**src/sv/ledser_pkg.sv**
```systemverilog
// shared types, constants and helpers for the led driver frame serializer
package ledser_pkg;

  // default parameter values
  localparam int DEF_MAX_CHIPS         = 1024;
  localparam int DEF_CHANNELS_PER_CHIP = 12;

  // fixed field widths
  localparam int CHIP_COUNT_W = 11;
  localparam int CFG_ONE_W    = 10;
  localparam int CFG_TWO_W    = 3;
  localparam int KIND_W       = 3;
  localparam int VALUE_W      = 16;
  localparam int LEN_W        = 10;
  localparam int FRAME_W      = 48;
  localparam int NBITS_W      = 6;
  localparam int CFG_IDX_W    = 2;

  // packet kinds
  localparam logic [KIND_W-1:0] KIND_GRAY16   = 3'd0;
  localparam logic [KIND_W-1:0] KIND_GRAY10   = 3'd1;
  localparam logic [KIND_W-1:0] KIND_DOT8     = 3'd2;
  localparam logic [KIND_W-1:0] KIND_DOT6     = 3'd3;
  localparam logic [KIND_W-1:0] KIND_CONFIG16 = 3'd4;
  localparam logic [KIND_W-1:0] KIND_CONFIG10 = 3'd5;

  // configuration register indexes
  localparam logic [CFG_IDX_W-1:0] CFG_CHIP_COUNT = 2'd0;
  localparam logic [CFG_IDX_W-1:0] CFG_WORD_ONE   = 2'd1;
  localparam logic [CFG_IDX_W-1:0] CFG_WORD_TWO   = 2'd2;

  // load request from the framing logic to the shifter
  typedef struct packed {
    logic                 go;
    logic [FRAME_W-1:0]   word;
    logic [NBITS_W-1:0]   nbits;
    logic                 ends;
  } ledser_load_t;

  // command code for each packet kind
  function automatic logic [5:0] cmd_code(input logic [KIND_W-1:0] kind);
    logic [5:0] code;
    unique case (kind)
      KIND_GRAY16:   code = 6'h3f;
      KIND_GRAY10:   code = 6'h2b;
      KIND_DOT8:     code = 6'h33;
      KIND_DOT6:     code = 6'h27;
      KIND_CONFIG16: code = 6'h23;
      KIND_CONFIG10: code = 6'h37;
      default:       code = 6'h00;
    endcase
    return code;
  endfunction

endpackage

```
**src/sv/ledser_framer.sv**
```systemverilog
// builds one header or element as a left-aligned bit word and its length
module ledser_framer
  import ledser_pkg::*;
(
  input  logic                  is_header,
  input  logic [KIND_W-1:0]     kind,
  input  logic [VALUE_W-1:0]    value,
  input  logic [LEN_W-1:0]      len,
  input  logic [CFG_ONE_W-1:0]  cf1,
  input  logic [CFG_TWO_W-1:0]  cf2,
  output logic [FRAME_W-1:0]    word,
  output logic [NBITS_W-1:0]    nbits
);

  logic [5:0]         h;
  logic [3:0]         par;
  logic [VALUE_W-1:0] half;

  // parity nibble: length, zero address, command, then parity of those three
  always_comb begin
    h      = cmd_code(kind);
    par[0] = ^len;
    par[1] = 1'b0;
    par[2] = ^h;
    par[3] = ^par[2:0];
    half   = {1'b0, value[VALUE_W-1:1]};
  end

  // header and element layouts, most significant bit first
  always_comb begin
    word  = '0;
    nbits = '0;
    if (is_header) begin
      if (kind == KIND_GRAY16 || kind == KIND_DOT8 || kind == KIND_CONFIG16) begin
        word  = {h, 10'd0, h, len, par, 2'd0, len};
        nbits = 6'd48;
      end else begin
        word  = {h, par, 10'd0, len, 18'd0};
        nbits = 6'd30;
      end
    end else begin
      unique case (kind)
        KIND_GRAY16: begin
          word  = {half, 32'd0};
          nbits = 6'd16;
        end
        KIND_GRAY10: begin
          word  = {half[15:6], 38'd0};
          nbits = 6'd10;
        end
        KIND_DOT8: begin
          word  = {value[7:0], value[7:0], 32'd0};
          nbits = 6'd16;
        end
        KIND_DOT6: begin
          word  = {4'd0, value[5:0], 38'd0};
          nbits = 6'd10;
        end
        KIND_CONFIG16: begin
          word  = {6'd0, cf1, 6'd0, cf1, 13'd0, cf2};
          nbits = 6'd48;
        end
        default: begin
          word  = {cf1, cf1, 7'd0, cf2, 18'd0};
          nbits = 6'd30;
        end
      endcase
    end
  end

endmodule

```
**src/sv/ledser_shifter.sv**
```systemverilog
// shared shift register and bit sequencer with registered output stage
module ledser_shifter
  import ledser_pkg::*;
(
  input  logic          clk,
  input  logic          rst,
  input  ledser_load_t  load,
  output logic          ready,
  output logic          m_tvalid,
  input  logic          m_tready,
  output logic [7:0]    m_tdata,   // [0] serial_bit, [7:1] zero
  output logic          m_tlast,   // run_last
  output logic          m_tuser    // packet_end
);

  typedef enum logic {IDLE, SHIFT} state_t;

  state_t               state;
  logic [FRAME_W-1:0]   sr;
  logic [NBITS_W-1:0]   cnt;
  logic                 ends;
  logic                 out_bit;
  logic                 take;

  assign ready   = (state == IDLE);
  assign take    = !m_tvalid || m_tready;
  assign m_tdata = {7'd0, out_bit};

  // sequencer: load a word, then move one bit a cycle into the output stage while it can take one
  always_ff @(posedge clk) begin
    if (rst) begin
      state    <= IDLE;
      cnt      <= '0;
      ends     <= 1'b0;
      m_tvalid <= 1'b0;
      m_tlast  <= 1'b0;
      m_tuser  <= 1'b0;
    end else begin
      unique case (state)
        IDLE: begin
          // output stage empties once its item is taken
          if (m_tready) begin
            m_tvalid <= 1'b0;
          end
          if (load.go) begin
            sr    <= load.word;
            cnt   <= load.nbits;
            ends  <= load.ends;
            state <= SHIFT;
          end
        end
        SHIFT: begin
          if (take) begin
            m_tvalid <= 1'b1;
            out_bit  <= sr[FRAME_W-1];
            m_tlast  <= (cnt == NBITS_W'(1));
            m_tuser  <= ends && (cnt == NBITS_W'(1));
            sr       <= sr << 1;
            cnt      <= cnt - NBITS_W'(1);
            if (cnt == NBITS_W'(1)) begin
              state <= IDLE;
            end
          end
        end
        default: state <= IDLE;
      endcase
    end
  end

endmodule

```
**src/sv/led_driver_frame_serializer.sv**
```systemverilog
// top level: configuration, packet state and the serial bit stream
//
// channel | handshake            | payload
// s_      | s_tvalid / s_tready  | tdata [2:0] packet_kind, [18:3] value; tuser action
// m_      | m_tvalid / m_tready  | tdata [0] serial_bit; tlast run_last; tuser packet_end
// cfg_    | cfg_we, no wait      | cfg_index register, cfg_data value
//
// a header item is 48 or 30 bits, an element 10, 16, 30 or 48 bits; after the load,
// one bit per cycle moves out of a single 48-bit shift register while m_tready allows.
// an item that makes no bits is taken and changes no state.
// the next item is taken while the last bit still waits in the output stage.
// m_tready low stalls the shifter; reset is synchronous with no clearing pass.
module led_driver_frame_serializer
  import ledser_pkg::*;
#(
  parameter int MAX_CHIPS         = DEF_MAX_CHIPS,
  parameter int CHANNELS_PER_CHIP = DEF_CHANNELS_PER_CHIP
) (
  input  logic                    clk,
  input  logic                    rst,
  input  logic                    s_tvalid,
  output logic                    s_tready,
  input  logic [23:0]             s_tdata,   // [2:0] packet_kind, [18:3] value, [23:19] zero
  input  logic                    s_tuser,   // action
  output logic                    m_tvalid,
  input  logic                    m_tready,
  output logic [7:0]              m_tdata,   // [0] serial_bit, [7:1] zero
  output logic                    m_tlast,   // run_last
  output logic                    m_tuser,   // packet_end
  input  logic                    cfg_we,
  input  logic [CFG_IDX_W-1:0]    cfg_index,
  input  logic [CHIP_COUNT_W-1:0] cfg_data
);

  localparam int ELEM_W = $clog2(MAX_CHIPS * CHANNELS_PER_CHIP + 1);

  logic [CHIP_COUNT_W-1:0] chip_count;
  logic [CFG_ONE_W-1:0]    cf1;
  logic [CFG_TWO_W-1:0]    cf2;

  logic                    active;
  logic [KIND_W-1:0]       cur_kind;
  logic [ELEM_W-1:0]       elems;

  logic                    action;
  logic [KIND_W-1:0]       in_kind;
  logic [VALUE_W-1:0]      in_value;
  logic                    accept;
  logic                    start_ok;
  logic                    data_ok;
  logic                    last_elem;
  logic [CHIP_COUNT_W-1:0] chips;
  logic [CHIP_COUNT_W-1:0] len_full;
  logic [LEN_W-1:0]        len;
  logic [ELEM_W-1:0]       start_elems;
  logic [KIND_W-1:0]       frame_kind;
  logic [FRAME_W-1:0]      frame_word;
  logic [NBITS_W-1:0]      frame_nbits;
  ledser_load_t            load;
  logic                    shift_ready;

  // item decode
  assign action   = s_tuser;
  assign in_kind  = s_tdata[2:0];
  assign in_value = s_tdata[18:3];
  assign s_tready = shift_ready;
  assign accept   = s_tvalid && s_tready;
  assign start_ok = !action && (in_kind <= KIND_CONFIG10);
  assign data_ok  = action && active;
  assign last_elem = (elems <= ELEM_W'(1));

  // chain length clamped to the supported range, header length field
  always_comb begin
    chips = chip_count;
    if (chips == '0) begin
      chips = CHIP_COUNT_W'(1);
    end
    if (chips > CHIP_COUNT_W'(MAX_CHIPS)) begin
      chips = CHIP_COUNT_W'(MAX_CHIPS);
    end
    len_full = chips - CHIP_COUNT_W'(1);
    len      = (len_full > CHIP_COUNT_W'(1023)) ? LEN_W'(1023) : len_full[LEN_W-1:0];
    if (in_kind >= KIND_CONFIG16) begin
      start_elems = ELEM_W'(chips);
    end else begin
      start_elems = ELEM_W'(chips) * ELEM_W'(CHANNELS_PER_CHIP);
    end
  end

  assign frame_kind = action ? cur_kind : in_kind;

  ledser_framer u_framer (
    .is_header (!action),
    .kind      (frame_kind),
    .value     (in_value),
    .len       (len),
    .cf1       (cf1),
    .cf2       (cf2),
    .word      (frame_word),
    .nbits     (frame_nbits)
  );

  // load request to the shifter
  assign load = '{go:    accept && (start_ok || data_ok),
                  word:  frame_word,
                  nbits: frame_nbits,
                  ends:  data_ok && last_elem};

  ledser_shifter u_shifter (
    .clk      (clk),
    .rst      (rst),
    .load     (load),
    .ready    (shift_ready),
    .m_tvalid (m_tvalid),
    .m_tready (m_tready),
    .m_tdata  (m_tdata),
    .m_tlast  (m_tlast),
    .m_tuser  (m_tuser)
  );

  // configuration registers
  always_ff @(posedge clk) begin
    if (rst) begin
      chip_count <= CHIP_COUNT_W'(1);
      cf1        <= '0;
      cf2        <= CFG_TWO_W'(7);
    end else if (cfg_we) begin
      if (cfg_index == CFG_CHIP_COUNT) begin
        chip_count <= cfg_data;
      end else if (cfg_index == CFG_WORD_ONE) begin
        cf1 <= cfg_data[CFG_ONE_W-1:0];
      end else if (cfg_index == CFG_WORD_TWO) begin
        cf2 <= cfg_data[CFG_TWO_W-1:0];
      end
    end
  end

  // open packet state and element countdown
  always_ff @(posedge clk) begin
    if (rst) begin
      active   <= 1'b0;
      cur_kind <= '0;
      elems    <= '0;
    end else if (accept) begin
      if (start_ok) begin
        active   <= 1'b1;
        cur_kind <= in_kind;
        elems    <= start_elems;
      end else if (data_ok) begin
        if (elems != '0) begin
          elems <= elems - ELEM_W'(1);
        end
        if (last_elem) begin
          active <= 1'b0;
        end
      end
    end
  end

endmodule

```
**config.mk**
```make
export PLATFORM = sky130hd
export DESIGN_NAME = led_driver_frame_serializer
export DESIGN_NICKNAME = d
export VERILOG_FILES = /design/src/sv/ledser_pkg.sv /design/src/sv/ledser_framer.sv /design/src/sv/ledser_shifter.sv /design/src/sv/led_driver_frame_serializer.sv
export SDC_FILE = /design/constraint.sdc
export NUM_CORES = 1
export LEC_CHECK = 0
export BUFFER_PORTS_ARGS = -buffer_cell sky130_fd_sc_hd__clkbuf_2
export CORE_MARGIN = 2
export CORE_UTILIZATION = 50
export CTS_CLUSTER_SIZE = 24
export DETAILED_ROUTE_END_ITERATION = 8
export GPL_TIMING_DRIVEN = 0
export PLACE_DENSITY = 0.72
export SETUP_SLACK_MARGIN = 0.05
export SYNTH_ARGS = -nofsm -noshare
export SYNTH_HDL_FRONTEND = slang
export SYNTH_HIERARCHICAL = 1
export SYNTH_SLANG_ARGS = --single-unit
export TNS_END_PERCENT = 100
```
**constraint.sdc**
```tcl
create_clock -name clk -period 5.5 [get_ports clk]
set_input_delay 1.65 -clock clk [delete_from_list [all_inputs] [get_ports clk]]
set_output_delay 1.65 -clock clk [all_outputs]
set_load 0.03 [all_outputs]
```
==> run summary <==
Status
* **status** finished clean

Pwr
* **power density relative to cell area** 308.5 nW/um^2
* **maximum vdd ir drop** 0.1955 mV
* **power after layout** 2.364 mW
* **Pleak** 3.229 nW

Cells and area
* **final-layout fill cell count** 1219
* **number of nets in the finished design** 863
* **post-synthesis to final-layout area growth** 11.56%
* **area taken by multi-input logic gates** 4004 um^2
* **fraction of layout cells with a size suffix above 1** 20.58%
* **register area** 2532 um^2
* **total inserted antenna cells** 0
* **post-route insts no fill** 973

Logic synthesis
* **number of standard cells after synthesis** 730
* **Distinct cells, synth** 77
* **fraction of the yosys area taken by sequential cells** 36.86%
* **FFs w/ async S/R, synth** 0%
* **register bit count reported by yosys** 102
* **Yosys warning count** 6
* **Post-synth EDFFs** 49
* **flip-flop cell with the highest count after synthesis** sky130_fd_sc_hd__dfxtp_1
* **combined area of all synthesized cells** 6870 um^2
* **Post-Syn Area per Cell** 9.411 um^2

Setup path
* **Most Frequent Cell on Critical Path** sky130_fd_sc_hd__nand2_1
* **worst-case reg-to-reg path depth** 16
* **Reg2Reg Capture Point** u_shifter/sr[38]
* **kind of end point of the critical path** flip-flop
* **Crit Reg-Reg Startpoint** chip_count[0]
* **category of cells accounting for the largest share of critical-path delay** simple AND/OR/NAND/NOR gates
* **peak fanout along the critical path** 10
* **cell at the slowest stage of the critical path** sky130_fd_sc_hd__or4_1
* **Required @ worst endpoint** 5.61 ns
* **Worst EP arrival** 4.89 ns
* **longest individual stage delay on the worst path** 0.54 ns
* **worst reg-to-reg setup slack** 0.72 ns
* **Worst setup SP type** flip-flop
* **CP Cell Sequence** or4_1 > nor3_1 > nor2_1 > nor2_1 > inv_1 > ha_1 > o2111ai_1 > nand2_1 > nand2_1 > xnor2_1 > nand2_1 > xor2_1 > xnor3_1 > xnor2_1 > o32ai_1 > mux2_2
* **CP Buf/Inv Count** 1
* **CP Class** reg -> reg

Detailed routing
* **DR vias** 5805
* **Remaining DRCs** 0
* **drt initial violations** 709
* **mean number of vias per cell** 5.966
* **Antenna Violating Nets Remaining** 0
* **total detailed-routing wirelength** 17.71 mm
* **total iterations of the first detailed-routing run** 5
* **average detailed-routed wire length per instance** 18.21 um

GRT
* **GRT overflow** 0
* **largest net degree at the start of global routing** 28
* **via count of the first global-routing pass** 5641
* **global router's overall resource usage** 24.91%
* **number of antenna violations at the first check in global routing** 0
* **global-route wire length before repair** 28.61 mm

Min path
* **path type of the worst min-delay path** reg -> reg
* **Endpoint, Worst Hold** u_shifter/out_bit
* **WHS Path Cells** 0
* **startpoint of the lowest-slack hold path** u_shifter/sr[47]

Placement
* **cell count after placement** 957
* **DPL Wire Length** 13.35 mm
* **final weighted congestion of routability-driven global placement** 0.9493
* **buffers added on ports** 41
* **post-placement setup slack** 0.8397 ns

CTS
* **H-Tree Depth** 3
* **number of buffers added to fix hold violations after cts** 0
* **Clk pin slew, worst setup/hold paths** 0.07 ns
* **master cell of the clock root buffer** sky130_fd_sc_hd__clkbuf_16
* **clock sinks** 102
* **number of buffers between clock root and the deepest sink** 2
* **clock buffers created by TritonCTS** 9
* **post-CTS setup-driven buffer insertion count** 0
* **TritonCTS clock tree** built
* **insertion delay of the later-clocked pin in the worst-skew pair** 0.36 ns
* **number of gates given a new drive strength after cts** 0

Floorplan
* **die width** 121.2 um
* **site row count** 42
* **CORE AREA** 13350 um^2
* **starting density of the core** 51.47%
* **top-level port count** 55
* **Die Footprint** 14690 um^2
* **height of the die** 121.2 um

Timing
* **part of the cycle the worst path needs** 86.91%
* **Worst Max-Slew Pin Slew** 0.7962 ns
* **Final Max Tran Viols** 0
* **final setup slack of the worst path** 0.7201 ns
* **Min Clock Period, post-route** 4.780 ns
* **max frequency** 0.2092 GHz
* **Final Skew** 0.01621 ns
* **worst slew slack as a fraction of its limit** 46.73%
* **worst hold-check slack** 0.4208 ns
* **final-report setup violation count** 0
* **number of hold-slack violations in the final timing report** 0
* **RSZ-0062 raised after global routing** no

Run
* **Max-Cap Viols** 0

cells in the final DEF, fill, tap and decap left out, types with 7 or more instances in the layout:
cell,count
sky130_fd_sc_hd__conb_1,11
sky130_fd_sc_hd__edfxtp_1,49
sky130_fd_sc_hd__clkbuf_1,21
sky130_fd_sc_hd__o22ai_1,8
sky130_fd_sc_hd__clkbuf_16,9
sky130_fd_sc_hd__a22oi_1,10
sky130_fd_sc_hd__nand2_1,63
sky130_fd_sc_hd__buf_4,14
sky130_fd_sc_hd__buf_2,11
sky130_fd_sc_hd__inv_1,28
sky130_fd_sc_hd__nor4_1,9
sky130_fd_sc_hd__a21oi_1,36
sky130_fd_sc_hd__mux2_2,60
sky130_fd_sc_hd__ha_1,27
sky130_fd_sc_hd__a211oi_1,17
sky130_fd_sc_hd__a21o_1,13
sky130_fd_sc_hd__nor2b_1,14
sky130_fd_sc_hd__and2_1,7
sky130_fd_sc_hd__mux2i_1,34
sky130_fd_sc_hd__o21ai_0,31
sky130_fd_sc_hd__nor3_1,8
sky130_fd_sc_hd__clkbuf_2,42
sky130_fd_sc_hd__o32ai_1,9
sky130_fd_sc_hd__nor2_1,76
sky130_fd_sc_hd__dfxtp_1,53
sky130_fd_sc_hd__xnor2_1,19
sky130_fd_sc_hd__nand2b_1,8
cell usage after synthesis, drive strengths merged (7+ instances only):
master   n  area share [%]
nor2    79             4.5
nand2   64             3.6
mux2    60             9.8
dfxtp   53              15
edfxtp  49              21
a21oi   37             2.7
mux2i   34             5.0
o21ai   33             2.4
buf     29             2.7
inv     28             1.5
ha      27             4.9
clkbuf  22             1.2
xnor2   19             2.4
a211oi  17             1.9
nor2b   15             1.4
a21o    13             1.4
nor4    12             1.6
a22oi   10             1.1
nor3    10            0.97
o32ai    9             1.1
nand2b   8            0.73
o22ai    8            0.73
and2     7            0.64
worst max path at each step:
stage                     depth (start not counted)      startpoint          endpoint  slack, ns
after CTS                                        16   chip_count[0]  u_shifter/sr[41]       0.81
after global routing                             15  chip_count[10]  u_shifter/sr[38]       0.44
after global placement                            8         s_tuser  u_shifter/sr[37]      -0.80
after detailed placement                         16   chip_count[0]  u_shifter/sr[38]       0.84
final                                            16   chip_count[0]  u_shifter/sr[38]       0.72
after floorplan                                   7      s_tdata[2]   u_shifter/sr[0]       0.27
through the flow:
stage | cell area [um^2] | util, % | TNS [ns]
detailed placement | 7357 | 55.12 | 0
floorplan | 6904 | - | 0
finish | 7665 | 57.42 | 0
global placement | 7330 | 54.91 | -38.83
global route | 7665 | 57.42 | 0
CTS | 7665 | 57.42 | 0
worst reg2reg max path, cell delays in order, from the launching register on:
cell and delay, ns:
sky130_fd_sc_hd__dfxtp_1 0.33, sky130_fd_sc_hd__or4_1 0.54, sky130_fd_sc_hd__nor3_1 0.19, sky130_fd_sc_hd__nor2_1 0.07, sky130_fd_sc_hd__nor2_1 0.38, sky130_fd_sc_hd__inv_1 0.10, sky130_fd_sc_hd__ha_1 0.24, sky130_fd_sc_hd__o2111ai_1 0.32
sky130_fd_sc_hd__nand2_1 0.11, sky130_fd_sc_hd__nand2_1 0.10, sky130_fd_sc_hd__xnor2_1 0.34, sky130_fd_sc_hd__nand2_1 0.27, sky130_fd_sc_hd__xor2_1 0.26, sky130_fd_sc_hd__xnor3_1 0.52, sky130_fd_sc_hd__xnor2_1 0.32, sky130_fd_sc_hd__o32ai_1 0.17
sky130_fd_sc_hd__mux2_2 0.29
per-layer routing:
layer  global-route usage [%]  share of wire, %  vias to the layer above
li1                         -                 -                     2780
met1                    34.62                45                     2748
met2                    39.12                46                      251
met3                    4.746               7.2                       26
met4                    8.190               1.6                        0
met5                        0                 0                        -
flip-flops by register name, indices dropped and copies added (netlist names), 3 cells and up:
register,flops
u_shifter/sr,48
u_shifter/cnt,6
cf1,10
cf2,3
chip_count,11
cur_kind,3
elems,14
where the power goes:
group	switching (mW)	total, mW	internal [mW]
registers	0.0374	0.906	0.869
clock network	0.296	0.664	0.368
logic	0.438	0.794	0.355
total	0.772	2.36	1.59
kinds of logic (layout without fill, tap and decap cells):
group                    after synthesis  after routing  synth area share, %
AND/OR/NAND/NOR                      228            228                16.81
adder cells (fa/ha/maj)               28             28                5.208
XOR/XNOR                              27             27                3.861
other                                  2             11               0.1093
multiplexers                          94             94                14.79
AO/OA/AOI/OAI                        169            169                16.90
flip-flops                           102            102                36.86
buffers and inverters                 80            138                5.463
area by class of cell:
type                            count  share of cell area, %
Tap cell                          176                  2.873
Buffer                             51                  3.477
Sequential cell                   102                  33.04
Clock inverter                      6                 0.8978
Multi-Input combinational cell    557                  52.24
Clock buffer                       10                  3.118
Timing Repair Buffer               42                  2.938
Inverter                           29                  1.420
(Power assumes the default switching activity.)
